## config.mk

```make
export PLATFORM = sky130hd
export DESIGN_NAME = sjf_nonpreemptive_scheduler_flat
export DESIGN_NICKNAME = d
export VERILOG_FILES = /design/src/rtl/sjf_pkg.sv /design/src/rtl/sjf_job_if.sv /design/src/rtl/sjf_res_if.sv /design/src/rtl/sjf_ctrl.sv /design/src/rtl/sjf_dp.sv /design/src/rtl/sjf_nonpreemptive_scheduler.sv /design/src/flat_wrapper.sv
export SDC_FILE = /design/constraint.sdc
export NUM_CORES = 2
export LEC_CHECK = 0
export ABC_AREA = 0
export BUFFER_PORTS_ARGS = -buffer_cell sky130_fd_sc_hd__buf_4
export CAP_MARGIN = 15
export CORE_MARGIN = 2
export CORE_UTILIZATION = 50
export CTS_BUF_LIST = sky130_fd_sc_hd__clkbuf_8
export DETAILED_ROUTE_END_ITERATION = 10
export HOLD_SLACK_MARGIN = 0.03
export PLACE_DENSITY = 0.76
export SETUP_SLACK_MARGIN = 0.02
export SLEW_MARGIN = 20
export SYNTH_ARGS = -nofsm -noshare
export SYNTH_HDL_FRONTEND = slang
export SYNTH_SLANG_ARGS = --single-unit
export TNS_END_PERCENT = 50
```

## constraint.sdc

```tcl
create_clock -name clk -period 9 [get_ports clk]
set_input_delay 0.45 -clock clk [delete_from_list [all_inputs] [get_ports clk]]
set_output_delay 0.45 -clock clk [all_outputs]
set_load 0.005 [all_outputs]
```

## src/rtl/sjf_pkg.sv

```systemverilog
// Shared constants and controller/datapath handshake types for the SJF scheduler.
package sjf_pkg;

  localparam int MAX_PROCS = 64;
  localparam int SLOT_W    = $clog2(MAX_PROCS);
  localparam int CNT_W     = $clog2(MAX_PROCS + 1);
  localparam int ID_W      = 8;
  localparam int ARR_W     = 16;
  localparam int BURST_W   = 16;
  localparam int TIME_W    = 24;
  localparam logic [TIME_W-1:0] TIME_MAX = {TIME_W{1'b1}};

  typedef struct packed {
    logic load;      // store the job on the input channel
    logic scan_clr;  // restart the slot scan
    logic rd;        // read the slot under the scan pointer
    logic adv;       // step the scan pointer
    logic emit;      // schedule the best job of the scan
    logic jump;      // move the clock to the earliest pending arrival
  } sjf_cmd_t;

  typedef struct packed {
    logic last_addr;   // scan pointer is on the last stored slot
    logic best_valid;  // scan found an arrived, unfinished job
    logic out_free;    // result register can take a beat this cycle
    logic final_pick;  // the pending pick is the last job of the set
  } sjf_sts_t;

endpackage

```

## src/rtl/sjf_job_if.sv

```systemverilog
// Job input channel: valid/ready handshake with the job payload.
interface sjf_job_if;
  import sjf_pkg::*;
  logic               valid;
  logic               ready;
  logic [ID_W-1:0]    job_id;
  logic [ARR_W-1:0]   arrival;
  logic [BURST_W-1:0] burst;
  logic               last_job;

  modport source (output valid, job_id, arrival, burst, last_job, input ready);
  modport sink   (input valid, job_id, arrival, burst, last_job, output ready);
endinterface

```

## src/rtl/sjf_res_if.sv

```systemverilog
// Result output channel: valid/ready handshake with per-job timing results.
interface sjf_res_if;
  import sjf_pkg::*;
  logic              valid;
  logic              ready;
  logic [ID_W-1:0]   out_id;
  logic [TIME_W-1:0] wait_ticks;
  logic [TIME_W-1:0] turnaround_ticks;
  logic [TIME_W-1:0] response_ticks;
  logic              final_result;

  modport source (output valid, out_id, wait_ticks, turnaround_ticks, response_ticks,
                  final_result, input ready);
  modport sink   (input valid, out_id, wait_ticks, turnaround_ticks, response_ticks,
                  final_result, output ready);
endinterface

```

## src/rtl/sjf_ctrl.sv

```systemverilog
// Sequencer for loading, slot scans and scheduling decisions.
module sjf_ctrl
  import sjf_pkg::*;
(
  input  logic     clk,
  input  logic     rst,
  input  logic     in_valid,
  input  logic     in_last,
  output logic     in_ready,
  input  sjf_sts_t sts,
  output sjf_cmd_t cmd
);

  typedef enum logic [2:0] {
    S_LOAD,
    S_START,
    S_SCAN,
    S_DRAIN,
    S_DECIDE
  } state_t;

  state_t state, state_next;

  always_ff @(posedge clk) begin
    if (rst) begin
      state <= S_LOAD;
    end else begin
      state <= state_next;
    end
  end

  always_comb begin
    state_next = state;
    cmd        = '0;
    in_ready   = 1'b0;
    case (state)
      S_LOAD: begin
        in_ready = 1'b1;
        if (in_valid) begin
          cmd.load = 1'b1;
          if (in_last) state_next = S_START;
        end
      end
      S_START: begin
        cmd.scan_clr = 1'b1;
        state_next   = S_SCAN;
      end
      S_SCAN: begin
        cmd.rd = 1'b1;
        if (sts.last_addr) begin
          state_next = S_DRAIN;
        end else begin
          cmd.adv = 1'b1;
        end
      end
      S_DRAIN: begin
        // last slot is compared at this edge
        state_next = S_DECIDE;
      end
      S_DECIDE: begin
        if (!sts.best_valid) begin
          cmd.jump   = 1'b1;
          state_next = S_START;
        end else if (sts.out_free) begin
          cmd.emit   = 1'b1;
          state_next = sts.final_pick ? S_LOAD : S_START;
        end
      end
      default: state_next = S_LOAD;
    endcase
  end

endmodule

```

## src/rtl/sjf_dp.sv

```systemverilog
// Job store, minimum-burst scan unit, scheduling clock and result register.
module sjf_dp
  import sjf_pkg::*;
(
  input  logic               clk,
  input  logic               rst,
  input  sjf_cmd_t           cmd,
  output sjf_sts_t           sts,
  input  logic [ID_W-1:0]    job_id,
  input  logic [ARR_W-1:0]   arrival,
  input  logic [BURST_W-1:0] burst,
  output logic               out_valid,
  input  logic               out_ready,
  output logic [ID_W-1:0]    out_id,
  output logic [TIME_W-1:0]  wait_ticks,
  output logic [TIME_W-1:0]  turnaround_ticks,
  output logic [TIME_W-1:0]  response_ticks,
  output logic               final_result
);

  localparam int ENTRY_W = ID_W + ARR_W + BURST_W;

  logic [ENTRY_W-1:0] mem [MAX_PROCS];
  logic [MAX_PROCS-1:0] done;
  logic [CNT_W-1:0]  count;
  logic [CNT_W-1:0]  emitted;
  logic [CNT_W-1:0]  count_m1;
  logic [CNT_W-1:0]  emitted_inc;
  logic [TIME_W-1:0] clock_now;
  logic [SLOT_W-1:0] addr;

  // read stage
  logic               rd_valid;
  logic               rd_done;
  logic [SLOT_W-1:0]  rd_slot;
  logic [ENTRY_W-1:0] rd_data;
  logic [ID_W-1:0]    rd_id;
  logic [ARR_W-1:0]   rd_arr;
  logic [BURST_W-1:0] rd_burst;

  // best-so-far of the current scan
  logic               best_valid;
  logic [SLOT_W-1:0]  best_slot;
  logic [ID_W-1:0]    best_id;
  logic [ARR_W-1:0]   best_arr;
  logic [BURST_W-1:0] best_burst;
  logic [ARR_W-1:0]   earliest;

  logic              cand;
  logic              arrived;
  logic              better;
  logic [TIME_W-1:0] wait_val;
  logic [TIME_W:0]   tat_sum;
  logic [TIME_W:0]   clk_sum;
  logic [TIME_W-1:0] tat_sat;
  logic [TIME_W-1:0] clk_sat;

  assign {rd_id, rd_arr, rd_burst} = rd_data;
  assign count_m1    = count - CNT_W'(1);
  assign emitted_inc = emitted + CNT_W'(1);

  assign cand    = rd_valid && !rd_done;
  assign arrived = {{(TIME_W-ARR_W){1'b0}}, rd_arr} <= clock_now;
  assign better  = !best_valid || (rd_burst < best_burst) ||
                   ((rd_burst == best_burst) && (rd_arr < best_arr));

  assign wait_val = clock_now - {{(TIME_W-ARR_W){1'b0}}, best_arr};
  assign tat_sum  = {1'b0, wait_val} + {{(TIME_W+1-BURST_W){1'b0}}, best_burst};
  assign clk_sum  = {1'b0, clock_now} + {{(TIME_W+1-BURST_W){1'b0}}, best_burst};
  assign tat_sat  = tat_sum[TIME_W] ? TIME_MAX : tat_sum[TIME_W-1:0];
  assign clk_sat  = clk_sum[TIME_W] ? TIME_MAX : clk_sum[TIME_W-1:0];

  assign sts.last_addr  = addr == count_m1[SLOT_W-1:0];
  assign sts.best_valid = best_valid;
  assign sts.out_free   = !out_valid || out_ready;
  assign sts.final_pick = emitted_inc == count;

  // job store
  always_ff @(posedge clk) begin
    if (cmd.load && (count < CNT_W'(MAX_PROCS))) begin
      mem[count[SLOT_W-1:0]] <= {job_id, arrival, burst};
    end
    if (cmd.rd) begin
      rd_data <= mem[addr];
      rd_done <= done[addr];
      rd_slot <= addr;
    end
  end

  // set bookkeeping: count, done flags, clock, scan pointer
  always_ff @(posedge clk) begin
    if (rst) begin
      count     <= '0;
      emitted   <= '0;
      done      <= '0;
      clock_now <= '0;
      addr      <= '0;
      rd_valid  <= 1'b0;
    end else begin
      rd_valid <= cmd.rd;
      if (cmd.load && (count < CNT_W'(MAX_PROCS))) count <= count + CNT_W'(1);
      if (cmd.scan_clr) addr <= '0;
      else if (cmd.adv) addr <= addr + SLOT_W'(1);
      if (cmd.jump) clock_now <= {{(TIME_W-ARR_W){1'b0}}, earliest};
      if (cmd.emit) begin
        if (sts.final_pick) begin
          // set finished: clear for the next load
          count     <= '0;
          emitted   <= '0;
          done      <= '0;
          clock_now <= '0;
        end else begin
          emitted         <= emitted_inc;
          done[best_slot] <= 1'b1;
          clock_now       <= clk_sat;
        end
      end
    end
  end

  // compare stage
  always_ff @(posedge clk) begin
    if (rst) begin
      best_valid <= 1'b0;
    end else if (cmd.scan_clr) begin
      best_valid <= 1'b0;
    end else if (cand && arrived && better) begin
      best_valid <= 1'b1;
    end
  end

  always_ff @(posedge clk) begin
    if (cmd.scan_clr) begin
      earliest <= {ARR_W{1'b1}};
    end else if (cand && (rd_arr < earliest)) begin
      earliest <= rd_arr;
    end
    if (cand && arrived && better) begin
      best_slot  <= rd_slot;
      best_id    <= rd_id;
      best_arr   <= rd_arr;
      best_burst <= rd_burst;
    end
  end

  // result register
  always_ff @(posedge clk) begin
    if (rst) begin
      out_valid <= 1'b0;
    end else if (cmd.emit) begin
      out_valid <= 1'b1;
    end else if (out_ready) begin
      out_valid <= 1'b0;
    end
  end

  always_ff @(posedge clk) begin
    if (cmd.emit) begin
      out_id           <= best_id;
      wait_ticks       <= wait_val;
      turnaround_ticks <= tat_sat;
      response_ticks   <= wait_val;
      final_result     <= sts.final_pick;
    end
  end

endmodule

```

## src/rtl/sjf_nonpreemptive_scheduler.sv

```systemverilog
// Non-preemptive shortest-job-first scheduler top level.
//
// Usage: jobs arrive on job_in as (job_id, arrival, burst), one per beat,
// while the block is loading. Up to 64 jobs are stored; further jobs are
// dropped. The beat with last_job set starts scheduling the stored set and
// job_in.ready stays low until the last result of the set has been placed
// in the result register.
// Each decision is one scan over the stored slots: a start state, one
// read per slot through the job memory's single read port, then drain and
// decide states. When no unfinished job has arrived the clock jumps to the
// earliest pending arrival and the scan repeats, so a result takes one or
// two scans.
// Results leave on res_out in schedule order; final_result marks the last.
// A stalled receiver holds the result register; the next scan still runs
// and the block waits at its decision until the register frees up.
// Reset (rst, synchronous) empties the set, clears the done flags and the
// scheduling clock and drops any held result. Stored job data is not
// cleared: only slots written in the current set are ever read.
module sjf_nonpreemptive_scheduler
  import sjf_pkg::*;
(
  input logic    clk,
  input logic    rst,
  sjf_job_if.sink   job_in,
  sjf_res_if.source res_out
);

  sjf_cmd_t cmd;
  sjf_sts_t sts;

  sjf_ctrl u_ctrl (
    .clk      (clk),
    .rst      (rst),
    .in_valid (job_in.valid),
    .in_last  (job_in.last_job),
    .in_ready (job_in.ready),
    .sts      (sts),
    .cmd      (cmd)
  );

  sjf_dp u_dp (
    .clk              (clk),
    .rst              (rst),
    .cmd              (cmd),
    .sts              (sts),
    .job_id           (job_in.job_id),
    .arrival          (job_in.arrival),
    .burst            (job_in.burst),
    .out_valid        (res_out.valid),
    .out_ready        (res_out.ready),
    .out_id           (res_out.out_id),
    .wait_ticks       (res_out.wait_ticks),
    .turnaround_ticks (res_out.turnaround_ticks),
    .response_ticks   (res_out.response_ticks),
    .final_result     (res_out.final_result)
  );

`ifndef ASSERT_OFF
  a_emit_free: assert property (@(posedge clk) disable iff (rst)
    cmd.emit |-> sts.out_free)
    else $error("result emitted over a held beat");

  a_emit_valid: assert property (@(posedge clk) disable iff (rst)
    cmd.emit |=> res_out.valid)
    else $error("emitted result not presented");

  a_jump_nopick: assert property (@(posedge clk) disable iff (rst)
    cmd.jump |-> !sts.best_valid)
    else $error("clock jump while a job was picked");

  a_no_load_busy: assert property (@(posedge clk) disable iff (rst)
    cmd.load |-> !(cmd.scan_clr || cmd.rd || cmd.emit || cmd.jump))
    else $error("job loaded during scheduling");
`endif

endmodule

```

## src/flat_wrapper.sv

```systemverilog
// flat-port wrapper written by rule: the top's interface ports become plain ports
module sjf_nonpreemptive_scheduler_flat import sjf_pkg::*;
  (clk, rst, job_in_valid, job_in_job_id, job_in_arrival, job_in_burst, job_in_last_job, job_in_ready, res_out_valid, res_out_out_id, res_out_wait_ticks, res_out_turnaround_ticks, res_out_response_ticks, res_out_final_result, res_out_ready);
  sjf_job_if job_in_i ();
  sjf_res_if res_out_i ();
  input logic clk;
  input logic rst;
  input wire logic [$bits(job_in_i.valid)-1:0] job_in_valid;
  input wire logic [$bits(job_in_i.job_id)-1:0] job_in_job_id;
  input wire logic [$bits(job_in_i.arrival)-1:0] job_in_arrival;
  input wire logic [$bits(job_in_i.burst)-1:0] job_in_burst;
  input wire logic [$bits(job_in_i.last_job)-1:0] job_in_last_job;
  output wire logic [$bits(job_in_i.ready)-1:0] job_in_ready;
  output wire logic [$bits(res_out_i.valid)-1:0] res_out_valid;
  output wire logic [$bits(res_out_i.out_id)-1:0] res_out_out_id;
  output wire logic [$bits(res_out_i.wait_ticks)-1:0] res_out_wait_ticks;
  output wire logic [$bits(res_out_i.turnaround_ticks)-1:0] res_out_turnaround_ticks;
  output wire logic [$bits(res_out_i.response_ticks)-1:0] res_out_response_ticks;
  output wire logic [$bits(res_out_i.final_result)-1:0] res_out_final_result;
  input wire logic [$bits(res_out_i.ready)-1:0] res_out_ready;
  assign job_in_i.valid = job_in_valid;
  assign job_in_i.job_id = job_in_job_id;
  assign job_in_i.arrival = job_in_arrival;
  assign job_in_i.burst = job_in_burst;
  assign job_in_i.last_job = job_in_last_job;
  assign job_in_ready = job_in_i.ready;
  assign res_out_valid = res_out_i.valid;
  assign res_out_out_id = res_out_i.out_id;
  assign res_out_wait_ticks = res_out_i.wait_ticks;
  assign res_out_turnaround_ticks = res_out_i.turnaround_ticks;
  assign res_out_response_ticks = res_out_i.response_ticks;
  assign res_out_final_result = res_out_i.final_result;
  assign res_out_i.ready = res_out_ready;
  sjf_nonpreemptive_scheduler u_core (.clk(clk), .rst(rst), .job_in(job_in_i), .res_out(res_out_i));
endmodule
```

==> results.py <==
metrics = {
    "critical_path": {
        "rr_endpoint": "u_core.u_dp.turnaround_ticks[18]",
        "crit_cells": 17,
        "path_buf_inv": 1,
        "critical_path.max_fanout": 20,
        "startpoint_type": "flop",
        "critPathTopFamily": "compound AO/OA/AOI/OAI gates",
        "r2r-start": "u_core.u_dp.clock_now[0]",
        "crit_type": "flop to flop",
        "end_kind": "flop",
        "reg2reg_slack_ns": 4.10,
        "cp.required_ns": 9.90,
        "cp_cell_sequence": "inv_1 -> ha_1 -> fa_1 -> nor2b_4 -> o31a_1 -> o21a_1 -> nor2_1 -> o21bai_1 -> a21oi_1 -> xnor2_1 -> ha_1 -> nand2_1 -> o41ai_2 -> a21oi_1 -> a211oi_2 -> nand4_2 -> o21ai_1",
        "crit_path_max_incr_delay_ns": 0.64,
        "arrival_ns": 5.80,
        "slowest_stage": "nand4_2",
        "reg2reg_depth": 17,
    },
    "run": {
        "maxCapViolCount": 0,
    },
    "logic_synthesis": {
        "netlist_instances": 5079,
        "netlist.area_leader.share": 0.7285,
        "synth_ff_type": "edfxtp_1",
        "ys_seq_area_frac": 0.7518,
        "synth-async-reset-ratio": 0,
        "yosys-top-cells-count": "2,710 x edfxtp_1, 861 x mux4_2, 201 x nor2_1, 167 x clkbuf_1, 134 x a21oi_1",
        "synth_nets": 5243,
        "synth_cell_types": 80,
        "synth.area.top_cells": "edfxtp_1 73%, mux4_2 17%, dfxtp_1 2.3%, ha_1 1.3%, nor2_1 0.68%",
        "synth_area_leader_cell": "edfxtp_1",
        "synth_edf_count": 2710,
        "yosys_warnings": 0,
        "yosys_register_bits": 2840,
        "yosys.cell_count.top_type": "edfxtp_1",
        "netlist_area_sq_um": 111700,
        "avgSynthCellArea_sq_um": 21.99,
    },
    "floorplanning": {
        "start_util": 0.5030,
        "rows": 173,
        "ios": 128,
        "dieHeight_um": 476.7,
        "coreArea_sq_um": 222100,
        "die_w_um": 476.7,
        "fp.dieArea_sq_um": 227200,
    },
    "clock_tree": {
        "cts.sinks": 2840,
        "cts-resized-gates": 0,
        "ctsHoldBuffers": 46,
        "root_buffer": "clkbuf_8",
        "cts_setup_buffers": 0,
        "htreeDepth": 5,
        "clock_path_buffers": 4,
        "cts_tree": "yes",
        "path_clk_slew_ns": 0.07,
        "numCtsBuffers": 431,
        "clk_latency_ns": 1.14,
    },
    "route": {
        "drt-total-wl_um": 277700,
        "drc": 0,
        "ant_nets": 0,
        "dr.pass1.iters": 5,
        "vias": 55937,
        "vias_per_cell": 6.349,
        "drt-initial-drc-count": 8238,
        "wl_per_cell_um": 31.52,
    },
    "timing": {
        "setup_viol": 0,
        "fin_crit_ns": 4.905,
        "postLayoutSetupSlackWorst_ns": 4.095,
        "fmax_ghz": 0.2039,
        "hold_viol_final": 0,
        "fin_crit_sh": 0.5450,
        "rsz0062_at_grt": "no",
        "tns_ns": 0,
        "slew_viol_final": 0,
        "slew_headroom": 0.1624,
        "skew_ns": 0.09270,
        "worstMarginPinSlew_ns": 1.247,
    },
    "layout": {
        "final_util": 0.5624,
        "nNetsFinal": 5677,
        "n_fill_cell": 15732,
        "area_growth_pct": 11.80,
        "drive_gt1_frac": 0.2962,
        "finalInstanceArea_sq_um": 124900,
    },
    "pwr": {
        "vdd_drop_max_uv": 145.2,
        "power_uw": 28280,
        "power.density_nw_per_um2": 226.4,
        "p_leak_uw": 0.03879,
    },
    "status": {
        "status": "finished, final reports clean",
    },
    "global_route": {
        "grt_use_total": 0.2423,
        "overflow": 0,
        "grt_max_degree": 147,
        "grt_pass1_vias": 55711,
        "grt_first_pass_wirelength_um": 395800,
        "antenna_found_initial": 21,
    },
    "worst_hold_path": {
        "worstHoldPathCells": 2,
        "min_from": "job_in_burst[9]",
        "hold_class": "primary input to flop",
        "hold_path_end": "u_core.u_dp.mem[57][9]",
    },
    "placed_design": {
        "dp_slack_ns": 4.109,
        "hpwl_um": 145900,
        "io_buffers": 127,
        "place.gp.congestion": 0.8800,
        "place_area_sq_um": 116600,
    },
}
[cell families after synthesis]
kind of cell | count (synthesis) | share of synthesized area
flops | 2840 | 0.7518
mux | 867 | 0.1741
simple gates | 436 | 0.01838
compound gates | 377 | 0.02238
buf+inv | 370 | 0.01402
fa+ha+maj | 119 | 0.01353
xor+xnor | 70 | 0.005735
[state kept, by name (all words and copies together) (netlist names), 6 cells and up]
register,count
u_core.u_dp.best_id,8
u_core.u_dp.best_arr,16
u_core.u_dp.mem,2560
u_core.u_dp.emitted,7
u_core.u_dp.rd_slot,6
u_core.u_dp.count,7
u_core.u_dp.rd_data,40
u_core.u_dp.clock_now,24
u_core.u_dp.best_burst,16
u_core.u_dp.out_id,8
u_core.u_dp.best_slot,6
u_core.u_dp.earliest,16
u_core.u_dp.done,64
u_core.u_dp.turnaround_ticks,24
u_core.u_dp.addr,6
u_core.u_dp.response_ticks,24
[power by group]
| group | switching (uW) | total (uW) | internal [uW] |
|---|---|---|---|
| clock network | 4820 | 9750 | 4930 |
| logic | 1770 | 3550 | 1780 |
| registers | 226 | 15000 | 14800 |
| total | 6810 | 28300 | 21500 |
[how the worst max path moves through the flow]
stage                                   from                                to  slack, ns
floorplan            u_core.u_dp.rd_data[17]           u_core.u_dp.best_arr[0]       3.34
global placement    u_core.u_dp.clock_now[0]  u_core.u_dp.turnaround_ticks[18]       4.17
detailed placement  u_core.u_dp.clock_now[0]  u_core.u_dp.turnaround_ticks[18]       4.11
CTS                 u_core.u_dp.clock_now[0]  u_core.u_dp.turnaround_ticks[18]       4.07
global route        u_core.u_dp.clock_now[0]   u_core.u_dp.turnaround_ticks[7]       3.66
finish              u_core.u_dp.clock_now[0]  u_core.u_dp.turnaround_ticks[18]       4.10
[metal layers]
layer / up-vias / GRT usage / part of all wire
met4: 10 / 0.08763 / 0.034
met5: - / 0 / 0.00028
li1: 22311 / - / -
met3: 593 / 0.05556 / 0.11
met1: 29337 / 0.3230 / 0.36
met2: 3686 / 0.3942 / 0.49
[final cells by class]
type                    instances  area (sq um)  area share
flip-flops and latches       2840         84000      0.6726
multi-input cells            1869         26680      0.2136
clock buffers                 438          6028     0.04827
well taps                    2975          3722     0.02980
repair buffers                275          2387     0.01912
clock inverters               306          1682     0.01346
inverters                      96         360.3    0.002885
diodes                         11         27.53   0.0002204
[worst register-to-register path: stages, from the launching register on]
cell and delay (ns):
dfxtp_1 0.38, inv_1 0.09, ha_1 0.22, fa_1 0.46, nor2b_4 0.15, o31a_1 0.26, o21a_1 0.14, nor2_1 0.06
o21bai_1 0.12, a21oi_1 0.09, xnor2_1 0.16, ha_1 0.37, nand2_1 0.12, o41ai_2 0.45, a21oi_1 0.22, a211oi_2 0.54
nand4_2 0.64, o21ai_1 0.25
[cell usage in the layout, fill, tap and decap left out, types with 36 or more instances in the layout]
master / Yosys / routed
edfxtp_1: 2710 / 2710
mux4_2: 861 / 861
clkbuf_8: 0 / 438
buf_4: 24 / 213
inv_1: 95 / 208
nor2_1: 201 / 137
a21oi_1: 134 / 134
dfxtp_1: 130 / 124
ha_1: 116 / 116
clkinv_1: 1 / 98
nand2_1: 67 / 67
clkinv_2: 0 / 65
nor2_4: 0 / 64
dlygate4sd3_1: 0 / 46
xnor2_1: 39 / 39
a21o_1: 38 / 37
o211ai_1: 36 / 36
[stage by stage]
step | hold slack, ns | cells
final | 0.3967 | 8810
after floorplan | 0.4003 | 5079
after global placement | 0.4010 | 8004
after CTS | 0.3000 | 8796
after global routing | 0.3893 | 8805
after detailed placement | 0.4045 | 8006
(Power assumes the default switching activity.)
